`src/hdl/ssfl_pkg.sv`:
```
// ----------------------------------------------------------------------------
// ssfl_pkg: shared types and constants for the substring search block
// Register indexes, payload widths and the pattern byte array type.
// ----------------------------------------------------------------------------
package ssfl_pkg;

  // Pattern storage: two 64-bit registers, sixteen bytes
  localparam int PAT_BYTES  = 16;
  localparam int LEN_W      = 5;
  localparam int POS_OUT_W  = 16;
  localparam int CFG_IDX_W  = 8;
  localparam int CFG_DATA_W = 64;

  typedef logic [7:0] byte_t;
  typedef logic [PAT_BYTES-1:0][7:0] pat_bytes_t;

  // Configuration register indexes
  localparam logic [CFG_IDX_W-1:0] REG_PATTERN_LOW    = 8'd0;
  localparam logic [CFG_IDX_W-1:0] REG_PATTERN_HIGH   = 8'd1;
  localparam logic [CFG_IDX_W-1:0] REG_PATTERN_LENGTH = 8'd2;
  localparam logic [CFG_IDX_W-1:0] REG_FIND_LAST      = 8'd3;

endpackage

```
`src/hdl/ssfl_if.sv`:
```
// ----------------------------------------------------------------------------
// ssfl interfaces: text, result and configuration channels
// Valid/ready channels; an item moves when valid and ready are both high.
// ----------------------------------------------------------------------------
interface ssfl_text_if;
  logic          valid;
  logic          ready;
  logic [7:0]    text_byte;
  logic          last_byte;

  modport source (output valid, output text_byte, output last_byte, input ready);
  modport sink   (input valid, input text_byte, input last_byte, output ready);
endinterface

interface ssfl_result_if;
  logic          valid;
  logic          ready;
  logic          found;
  logic [15:0]   match_position;
  logic          too_long;

  modport source (output valid, output found, output match_position, output too_long,
                  input ready);
  modport sink   (input valid, input found, input match_position, input too_long,
                  output ready);
endinterface

interface ssfl_cfg_if;
  logic          valid;
  logic          ready;
  logic [7:0]    index;
  logic [63:0]   data;

  modport source (output valid, output index, output data, input ready);
  modport sink   (input valid, input index, input data, output ready);
endinterface

```
`src/hdl/ssfl_window_match.sv`:
```
// ----------------------------------------------------------------------------
// ssfl_window_match: parallel compare of the byte window with the pattern
// Window entry 0 is the newest byte; it lines up with the last pattern byte.
// ----------------------------------------------------------------------------
module ssfl_window_match #(
  parameter int MAX_PATTERN = 16
) (
  input  logic [MAX_PATTERN-1:0][7:0]  window,
  input  ssfl_pkg::pat_bytes_t         pattern,
  input  logic [ssfl_pkg::LEN_W-1:0]   len,
  output logic                         hit
);
  import ssfl_pkg::*;

  logic [MAX_PATTERN-1:0] pos_ok;

  // Each window slot below len is checked against pattern byte len-1-k
  always_comb begin
    logic [LEN_W-1:0] pidx;
    for (int k = 0; k < MAX_PATTERN; k++) begin
      pidx      = len - LEN_W'(k) - LEN_W'(1);
      pos_ok[k] = (LEN_W'(k) >= len) || (window[k] == pattern[pidx[3:0]]);
    end
  end

  assign hit = &pos_ok;

endmodule

```
`src/hdl/substring_search_first_or_last.sv`:
```
// ----------------------------------------------------------------------------
// substring_search_first_or_last: streaming pattern search over a byte text
// Reports the first (or last) start offset of a 1..16 byte pattern.
// ----------------------------------------------------------------------------
// Usage:
//   cfg    : register writes (index, data); always ready. Write only while the
//            block is idle. 0 pattern_low, 1 pattern_high, 2 pattern_length,
//            3 find_last; other indexes are ignored.
//   text   : one text byte per item, last_byte marks the end of a text.
//   result : one item per text, issued for the byte marked last, carrying
//            found, match_position and too_long.
// Throughput: one text byte per cycle, except while a final byte stalls. Each
//   byte waits in the input register while the window compare and state update
//   run; the result register loads from there, so a text's result is offered
//   once its final byte has passed the input register and the result register.
// Stalls: non-final bytes never wait on the result side. A final byte waits
//   in the input register only while the result register holds an untaken
//   item; text.ready then drops until the result is taken.
// Reset: rst (synchronous) clears the window, byte count, match record and the
//   valid bits of both channel registers, and loads the register defaults
//   (length 1, find-first, pattern all zero).
// ----------------------------------------------------------------------------
module substring_search_first_or_last #(
  parameter int MAX_PATTERN   = 16,
  parameter int POSITION_BITS = 16
) (
  input  logic          clk,
  input  logic          rst,
  ssfl_cfg_if.sink      cfg,
  ssfl_text_if.sink     text,
  ssfl_result_if.source result
);
  import ssfl_pkg::*;

  localparam int CW = POSITION_BITS + 1;

  // Configuration registers
  logic [63:0]      pattern_low;
  logic [63:0]      pattern_high;
  logic [LEN_W-1:0] pattern_length;
  logic             find_last;

  // Input register
  logic             in_valid;
  byte_t            in_byte;
  logic             in_last;

  // Search state
  logic [MAX_PATTERN-1:0][7:0] window;
  logic [CW-1:0]               bytes_seen;
  logic                        match_seen;
  logic [POSITION_BITS-1:0]    match_start;

  // Result register
  logic                 out_valid;
  logic                 out_found;
  logic [POS_OUT_W-1:0] out_position;
  logic                 out_too_long;

  logic                        adv;
  logic [LEN_W-1:0]            len;
  logic [MAX_PATTERN-1:0][7:0] window_next;
  logic                        hit;
  logic                        eligible;
  logic                        saturated;
  logic [CW-1:0]               start;
  logic                        record;
  logic [CW-1:0]               bytes_seen_next;
  logic                        match_seen_next;
  logic [POSITION_BITS-1:0]    match_start_next;
  logic [POSITION_BITS+POS_OUT_W-1:0] start_ext;
  pat_bytes_t                  pattern;

  // Configuration writes
  assign cfg.ready = 1'b1;

  always_ff @(posedge clk) begin
    if (rst) begin
      pattern_low    <= '0;
      pattern_high   <= '0;
      pattern_length <= LEN_W'(1);
      find_last      <= 1'b0;
    end else if (cfg.valid) begin
      unique case (cfg.index)
        REG_PATTERN_LOW:    pattern_low    <= cfg.data;
        REG_PATTERN_HIGH:   pattern_high   <= cfg.data;
        REG_PATTERN_LENGTH: pattern_length <= cfg.data[LEN_W-1:0];
        REG_FIND_LAST:      find_last      <= cfg.data[0];
        default: ;
      endcase
    end
  end

  // Handshake: a final byte needs the result register free
  assign adv        = in_valid && (!in_last || !out_valid || result.ready);
  assign text.ready = !in_valid || adv;

  always_ff @(posedge clk) begin
    if (rst) begin
      in_valid <= 1'b0;
    end else if (text.valid && text.ready) begin
      in_valid <= 1'b1;
    end else if (adv) begin
      in_valid <= 1'b0;
    end
  end

  always_ff @(posedge clk) begin
    if (text.valid && text.ready) begin
      in_byte <= text.text_byte;
      in_last <= text.last_byte;
    end
  end

  // Effective pattern length, clamped to 1..MAX_PATTERN
  always_comb begin
    if (pattern_length == '0) begin
      len = LEN_W'(1);
    end else if (pattern_length > LEN_W'(MAX_PATTERN)) begin
      len = LEN_W'(MAX_PATTERN);
    end else begin
      len = pattern_length;
    end
  end

  // Window after shifting in the new byte
  always_comb begin
    window_next[0] = in_byte;
    for (int k = 1; k < MAX_PATTERN; k++) begin
      window_next[k] = window[k-1];
    end
  end

  assign pattern = {pattern_high, pattern_low};

  ssfl_window_match #(
    .MAX_PATTERN (MAX_PATTERN)
  ) u_match (
    .window  (window_next),
    .pattern (pattern),
    .len     (len),
    .hit     (hit)
  );

  // Match bookkeeping for the current byte
  assign saturated = &bytes_seen;
  assign eligible  = ({1'b0, bytes_seen} + (CW+1)'(1)) >= (CW+1)'(len);
  assign start     = bytes_seen + CW'(1) - CW'(len);
  assign record    = hit && eligible && !saturated && !start[CW-1]
                     && (find_last || !match_seen);

  always_comb begin
    bytes_seen_next  = saturated ? bytes_seen : bytes_seen + CW'(1);
    match_seen_next  = match_seen || record;
    match_start_next = record ? start[POSITION_BITS-1:0] : match_start;
  end

  assign start_ext = {{POS_OUT_W{1'b0}}, match_start_next};

  // State update; a final byte clears the text state
  always_ff @(posedge clk) begin
    if (rst) begin
      window      <= '0;
      bytes_seen  <= '0;
      match_seen  <= 1'b0;
      match_start <= '0;
    end else if (adv) begin
      if (in_last) begin
        window      <= '0;
        bytes_seen  <= '0;
        match_seen  <= 1'b0;
        match_start <= '0;
      end else begin
        window      <= window_next;
        bytes_seen  <= bytes_seen_next;
        match_seen  <= match_seen_next;
        match_start <= match_start_next;
      end
    end
  end

  // Result register
  always_ff @(posedge clk) begin
    if (rst) begin
      out_valid <= 1'b0;
    end else if (adv && in_last) begin
      out_valid <= 1'b1;
    end else if (result.ready) begin
      out_valid <= 1'b0;
    end
  end

  always_ff @(posedge clk) begin
    if (adv && in_last) begin
      out_found    <= match_seen_next;
      out_position <= match_seen_next ? start_ext[POS_OUT_W-1:0] : '0;
      out_too_long <= bytes_seen_next[CW-1] && (bytes_seen_next[CW-2:0] != '0);
    end
  end

  assign result.valid          = out_valid;
  assign result.found          = out_found;
  assign result.match_position = out_position;
  assign result.too_long       = out_too_long;

  // Checks
  a_no_match_zero_pos: assert property (@(posedge clk) disable iff (rst)
    result.valid && !result.found |-> result.match_position == '0)
    else $error("match_position nonzero without a match");

  a_idle_start_zero: assert property (@(posedge clk) disable iff (rst)
    !match_seen |-> match_start == '0)
    else $error("match_start set without a recorded match");

  a_clear_after_last: assert property (@(posedge clk) disable iff (rst)
    adv && in_last |=> bytes_seen == '0 && !match_seen)
    else $error("text state not cleared after final byte");

  a_stall_reason: assert property (@(posedge clk) disable iff (rst)
    !text.ready |-> in_valid && in_last && out_valid && !result.ready)
    else $error("input stalled without a blocked final byte");

endmodule
```
`src/flat_wrapper.sv`:
```
// flat-port wrapper written by rule: the top's interface ports become plain ports
module substring_search_first_or_last_flat import ssfl_pkg::*;
#(
  parameter int MAX_PATTERN   = 16,
  parameter int POSITION_BITS = 16
)
  (clk, rst, cfg_valid, cfg_index, cfg_data, cfg_ready, text_valid, text_text_byte, text_last_byte, text_ready, result_valid, result_found, result_match_position, result_too_long, result_ready);
  ssfl_cfg_if cfg_i ();
  ssfl_text_if text_i ();
  ssfl_result_if result_i ();
  input  logic clk;
  input  logic rst;
  input wire logic [$bits(cfg_i.valid)-1:0] cfg_valid;
  input wire logic [$bits(cfg_i.index)-1:0] cfg_index;
  input wire logic [$bits(cfg_i.data)-1:0] cfg_data;
  output wire logic [$bits(cfg_i.ready)-1:0] cfg_ready;
  input wire logic [$bits(text_i.valid)-1:0] text_valid;
  input wire logic [$bits(text_i.text_byte)-1:0] text_text_byte;
  input wire logic [$bits(text_i.last_byte)-1:0] text_last_byte;
  output wire logic [$bits(text_i.ready)-1:0] text_ready;
  output wire logic [$bits(result_i.valid)-1:0] result_valid;
  output wire logic [$bits(result_i.found)-1:0] result_found;
  output wire logic [$bits(result_i.match_position)-1:0] result_match_position;
  output wire logic [$bits(result_i.too_long)-1:0] result_too_long;
  input wire logic [$bits(result_i.ready)-1:0] result_ready;
  assign cfg_i.valid = cfg_valid;
  assign cfg_i.index = cfg_index;
  assign cfg_i.data = cfg_data;
  assign cfg_ready = cfg_i.ready;
  assign text_i.valid = text_valid;
  assign text_i.text_byte = text_text_byte;
  assign text_i.last_byte = text_last_byte;
  assign text_ready = text_i.ready;
  assign result_valid = result_i.valid;
  assign result_found = result_i.found;
  assign result_match_position = result_i.match_position;
  assign result_too_long = result_i.too_long;
  assign result_i.ready = result_ready;
  substring_search_first_or_last #(.MAX_PATTERN(MAX_PATTERN), .POSITION_BITS(POSITION_BITS)) u_core (.clk(clk), .rst(rst), .cfg(cfg_i), .text(text_i), .result(result_i));
endmodule
```
`config.mk`:
```
export PLATFORM = sky130hd
export DESIGN_NAME = substring_search_first_or_last_flat
export DESIGN_NICKNAME = d
export VERILOG_FILES = /design/src/hdl/ssfl_pkg.sv /design/src/hdl/ssfl_if.sv /design/src/hdl/ssfl_window_match.sv /design/src/hdl/substring_search_first_or_last.sv /design/src/flat_wrapper.sv
export SDC_FILE = /design/constraint.sdc
export NUM_CORES = 1
export LEC_CHECK = 0
export ABC_CLOCK_PERIOD_IN_PS = 7500
export BUFFER_PORTS_ARGS = -buffer_cell sky130_fd_sc_hd__buf_2
export CAP_MARGIN = 5
export CORE_AREA = 2 2 146 254
export CTS_BUF_LIST = sky130_fd_sc_hd__clkbuf_16
export DETAILED_ROUTE_END_ITERATION = 12
export DIE_AREA = 0 0 148 256
export PLACE_DENSITY = 0.86
export REMOVE_ABC_BUFFERS = 1
export SYNTH_ARGS = -nofsm -noshare
export SYNTH_HDL_FRONTEND = slang
export SYNTH_SLANG_ARGS = --single-unit
```
`constraint.sdc`:
```
create_clock -name clk -period 7.5 [get_ports clk]
set_input_delay 0.75 -clock clk [delete_from_list [all_inputs] [get_ports clk]]
set_output_delay 0.75 -clock clk [all_outputs]
set_load 0.03 [all_outputs]
```
==> impl_metrics.json <==
{
  "seq_area_frac_synth_pct": 29.7,
  "fin_crit_sh_pct": 88.1,
  "cts_resized": 0,
  "layout-drive-gt1-share_pct": 16.3,
  "ys.flop_type": "dfxtp_1",
  "area_growth_pct": 7.79,
  "cp.required_ns": 7.95,
  "htree_num_levels": 1,
  "fin_nets": 2676,
  "cts.sinks": 317,
  "p_int_mw": 2.71,
  "clk_pin_slew_worst_paths_ns": 0.07,
  "overflow": 0,
  "mostFrequentLayoutCells": "nand2_1, a21oi_1, dfxtp_1",
  "avgSynthCellArea_um2": 8.51,
  "max_freq_mhz": 151,
  "p_leak_nw": 8.33,
  "worst_pin_slew_ns": 0.998,
  "setup_viol": 0,
  "muxShareOfSynthArea_pct": 17.3,
  "yosysUniqueCellTypes": 79,
  "cpMaxStageDelayCell": "xnor2_1",
  "synth_adder_area_share_pct": 1.21,
  "hold_path.class": "input port to flop",
  "synth_area_um2": 22300,
  "worst_slack_ns": 0.895,
  "synth_edf_count": 27,
  "hold_depth": 1,
  "synth_top_area_share_pct": 26.1,
  "grt_start_max_net_pins": 99,
  "r2r_cells": 18,
  "clkLatencyLatePin_ns": 0.60,
  "maxCapViolations": 0,
  "gr-usage-all-layers_pct": 41.4,
  "postPlaceCellArea_um2": 23000,
  "syn_inst": 2619,
  "path_common_cell": "buf_4",
  "die-area_um2": 37900,
  "clkPwrFrac_pct": 46.5,
  "critical_path.max_fanout": 55,
  "cts_tree": "built",
  "final_area_um2": 24000,
  "wire_per_inst_um": 26.5,
  "status": "complete, no violations",
  "synth-seq-cells": 317,
  "grt_pass1_wl_mm": 122,
  "firstDrtPassIters": 9,
  "synthXorXnorAreaFrac_pct": 6.13,
  "min_from": "text_last_byte",
  "seqPwrFrac_pct": 48.8,
  "synth-compound-area-share_pct": 19.5,
  "finClkSkew_ns": 0.0201,
  "core_um2": 35900,
  "start_kind": "flop",
  "critical_path_class": "flop to flop",
  "grt_pass1_vias": 20700,
  "crit-reg2reg-launch": "u_core.pattern_length[4]$_SDFFE_PP0P_",
  "io_buffers": 105,
  "critPathBufInv": 5,
  "fin_crit_ns": 6.60,
  "vias_per_cell": 7.19,
  "crit_start": "u_core.pattern_length[4]$_SDFFE_PP0P_",
  "slew_violations": 0,
  "cts_buffers": 29,
  "post-dp-hpwl_mm": 58.4,
  "vdd_drop_max_uv": 216,
  "rsz0062_at_grt": "false",
  "io_pins": 107,
  "synth_top_family_by_area": "simple AND/OR/NAND/NOR gates",
  "power_frac_comb_pct": 4.7,
  "crit_family": "simple AND/OR/NAND/NOR gates",
  "antenna_found_initial": 1,
  "rows": 92,
  "dp_slack_ns": 1.30,
  "fillCellCount": 2964,
  "worstPathCellList": "buf_4, or4_4, o21ai_4, buf_4, inv_4, ha_1, buf_4, mux4_2, mux4_2, xnor2_1, nand4_1, nor2_1, a211oi_1, nor3_2, buf_4, nand2_2, nor3b_4, a22o_1",
  "antenna_cells": 0,
  "postCtsSetupBuffers": 0,
  "p_switching_mw": 0.835,
  "async_flop_share_pct": 0,
  "initialDrtViolationCount": 3057,
  "cts_hold_buf": 0,
  "clock_tree.buffer_depth": 3,
  "chipHeight_um": 256,
  "powerDensity_nw_per_um2": 147,
  "cts-root-buf": "clkbuf_16",
  "synth_area_leaders": "dfxtp_1, mux4_2, nand2_1",
  "ant_nets": 0,
  "totalWireLength_mm": 81.1,
  "place.gp.congestion": 1.14,
  "p_sw_share_pct": 23.6,
  "slew_headroom_pct": 33.5,
  "synth_largest_area_cell": "dfxtp_1",
  "yosysWarnings": 0,
  "die_w_um": 148,
  "end_kind": "flop",
  "layout_commonest_cell": "nand2_1",
  "hold_viol": 0,
  "slowest_delay_ns": 0.72,
  "synthSimpleGateAreaFrac_pct": 21.7,
  "drc": 0,
  "start_util_pct": 62.1,
  "crit_arrival_ns": 7.05,
  "critical_path_cell_count": 18,
  "routed-via-count": 22000
}
-- logic make-up after synthesis --
logic type | count (synthesis)
xor gates and xnor gates | 156
adders and majority gates | 21
DFF | 317
buffers and inverters | 253
muxes | 220
other | 1
AOI/OAI and AO/OA | 678
and+or+nand+nor | 973
-- worst paths after layout --
check	slack [ns]	end
worst max-delay path	0.90	u_core.result.match_position[10]$_SDFFCE_PN0P_
worst min-delay path	0.33	u_core.in_last$_DFFE_PP_
worst max register to register	0.90	u_core.result.match_position[10]$_SDFFCE_PN0P_
worst min register to register	0.49	u_core.window[101]$_SDFFE_PP0P_
-- worst reg2reg max path: cells and delay by family (launching register included) --
| kind | cells | cell delay [ns] |
|---|---|---|
| AOI/OAI and AO/OA | 3 | 0.38 |
| adders and majority gates | 1 | 0.33 |
| muxes | 2 | 1.11 |
| and+or+nand+nor | 6 | 1.89 |
| DFF | 1 | 0.46 |
| buffers and inverters | 5 | 1.57 |
| xor gates and xnor gates | 1 | 0.72 |
-- per-layer routing --
| metal | wire length, um | track usage [%] | vias to the layer above | share of wire [%] |
|---|---|---|---|---|
| met4 | 8290 | 32.6 | 0 | 10 |
| met1 | 27200 | 47.4 | 10500 | 33 |
| met3 | 8270 | 8.36 | 431 | 10 |
| met5 | 0 | 0 | - | 0 |
| met2 | 37400 | 66.7 | 1580 | 46 |
| li1 | - | - | 9526 | - |
-- cell type report --
| type | count | area [um2] | share of cell area (%) |
|---|---|---|---|
| clock buffer | 32 | 801 | 3.33 |
| clock inverter | 22 | 244 | 1.02 |
| inverter | 15 | 58.8 | 0.245 |
| multi-input combinational | 2049 | 14800 | 61.5 |
| sequential | 317 | 6630 | 27.6 |
| tap | 470 | 588 | 2.45 |
| timing repair buffer | 157 | 938 | 3.91 |
-- flip-flops by register name, summed over array words and instances, names as in the netlist, 5 cells and up --
register and cells:
u_core.pattern_low 64, u_core.result.match_position 16, u_core.pattern_length 5, u_core.match_start 16, u_core.in_byte 8, u_core.window 120
u_core.pattern_high 64, u_core.bytes_seen 17
-- synth_stat cells (13+ instances only) --
library cell and count:
buf_2 20, o21ai_0 48, nor4_1 27, nand3_1 44, o2111ai_1 22, a22o_1 16, mux2i_1 66, nand2_1 493
clkbuf_1 187, ha_1 20, mux2_2 24, o221ai_1 23, o2bb2ai_1 19, a211oi_1 18, edfxtp_1 27, nor3b_1 33
dfxtp_1 290, a2bb2oi_1 25, nor2_1 107, a21oi_1 356, a21o_1 13, nand4_1 18, nor2b_1 14, o22ai_1 13
xnor2_1 76, a22oi_1 41, buf_1 26, nand2b_1 19, xor2_1 80, mux4_2 130, nand3b_1 126, nor3_1 32
-- power groups by stage --
stage | clock, mW | combinational (mW) | sequential (mW)
after floorplan | 0 | 0.0586 | 1.77
after detailed placement | 0 | 0.163 | 1.77
after global routing | 1.71 | 0.177 | 1.73
after global placement | 0 | 0.160 | 1.77
final | 1.65 | 0.167 | 1.73
after CTS | 1.65 | 0.164 | 1.73
-- metrics by stage --
step	hold WS [ns]	instances	total power [mW]	setup TNS (ns)	util, %
finish	0.330	3062	3.54	0	66.9
global route	0.325	3062	3.62	0	66.9
CTS	0.316	3062	3.54	0	66.9
detailed placement	0.461	3008	1.93	0	64.0
global placement	0.460	3008	1.93	0	64.0
floorplan	0.438	2381	1.83	-87.63	-
Power figures use the tool's default switching activity.
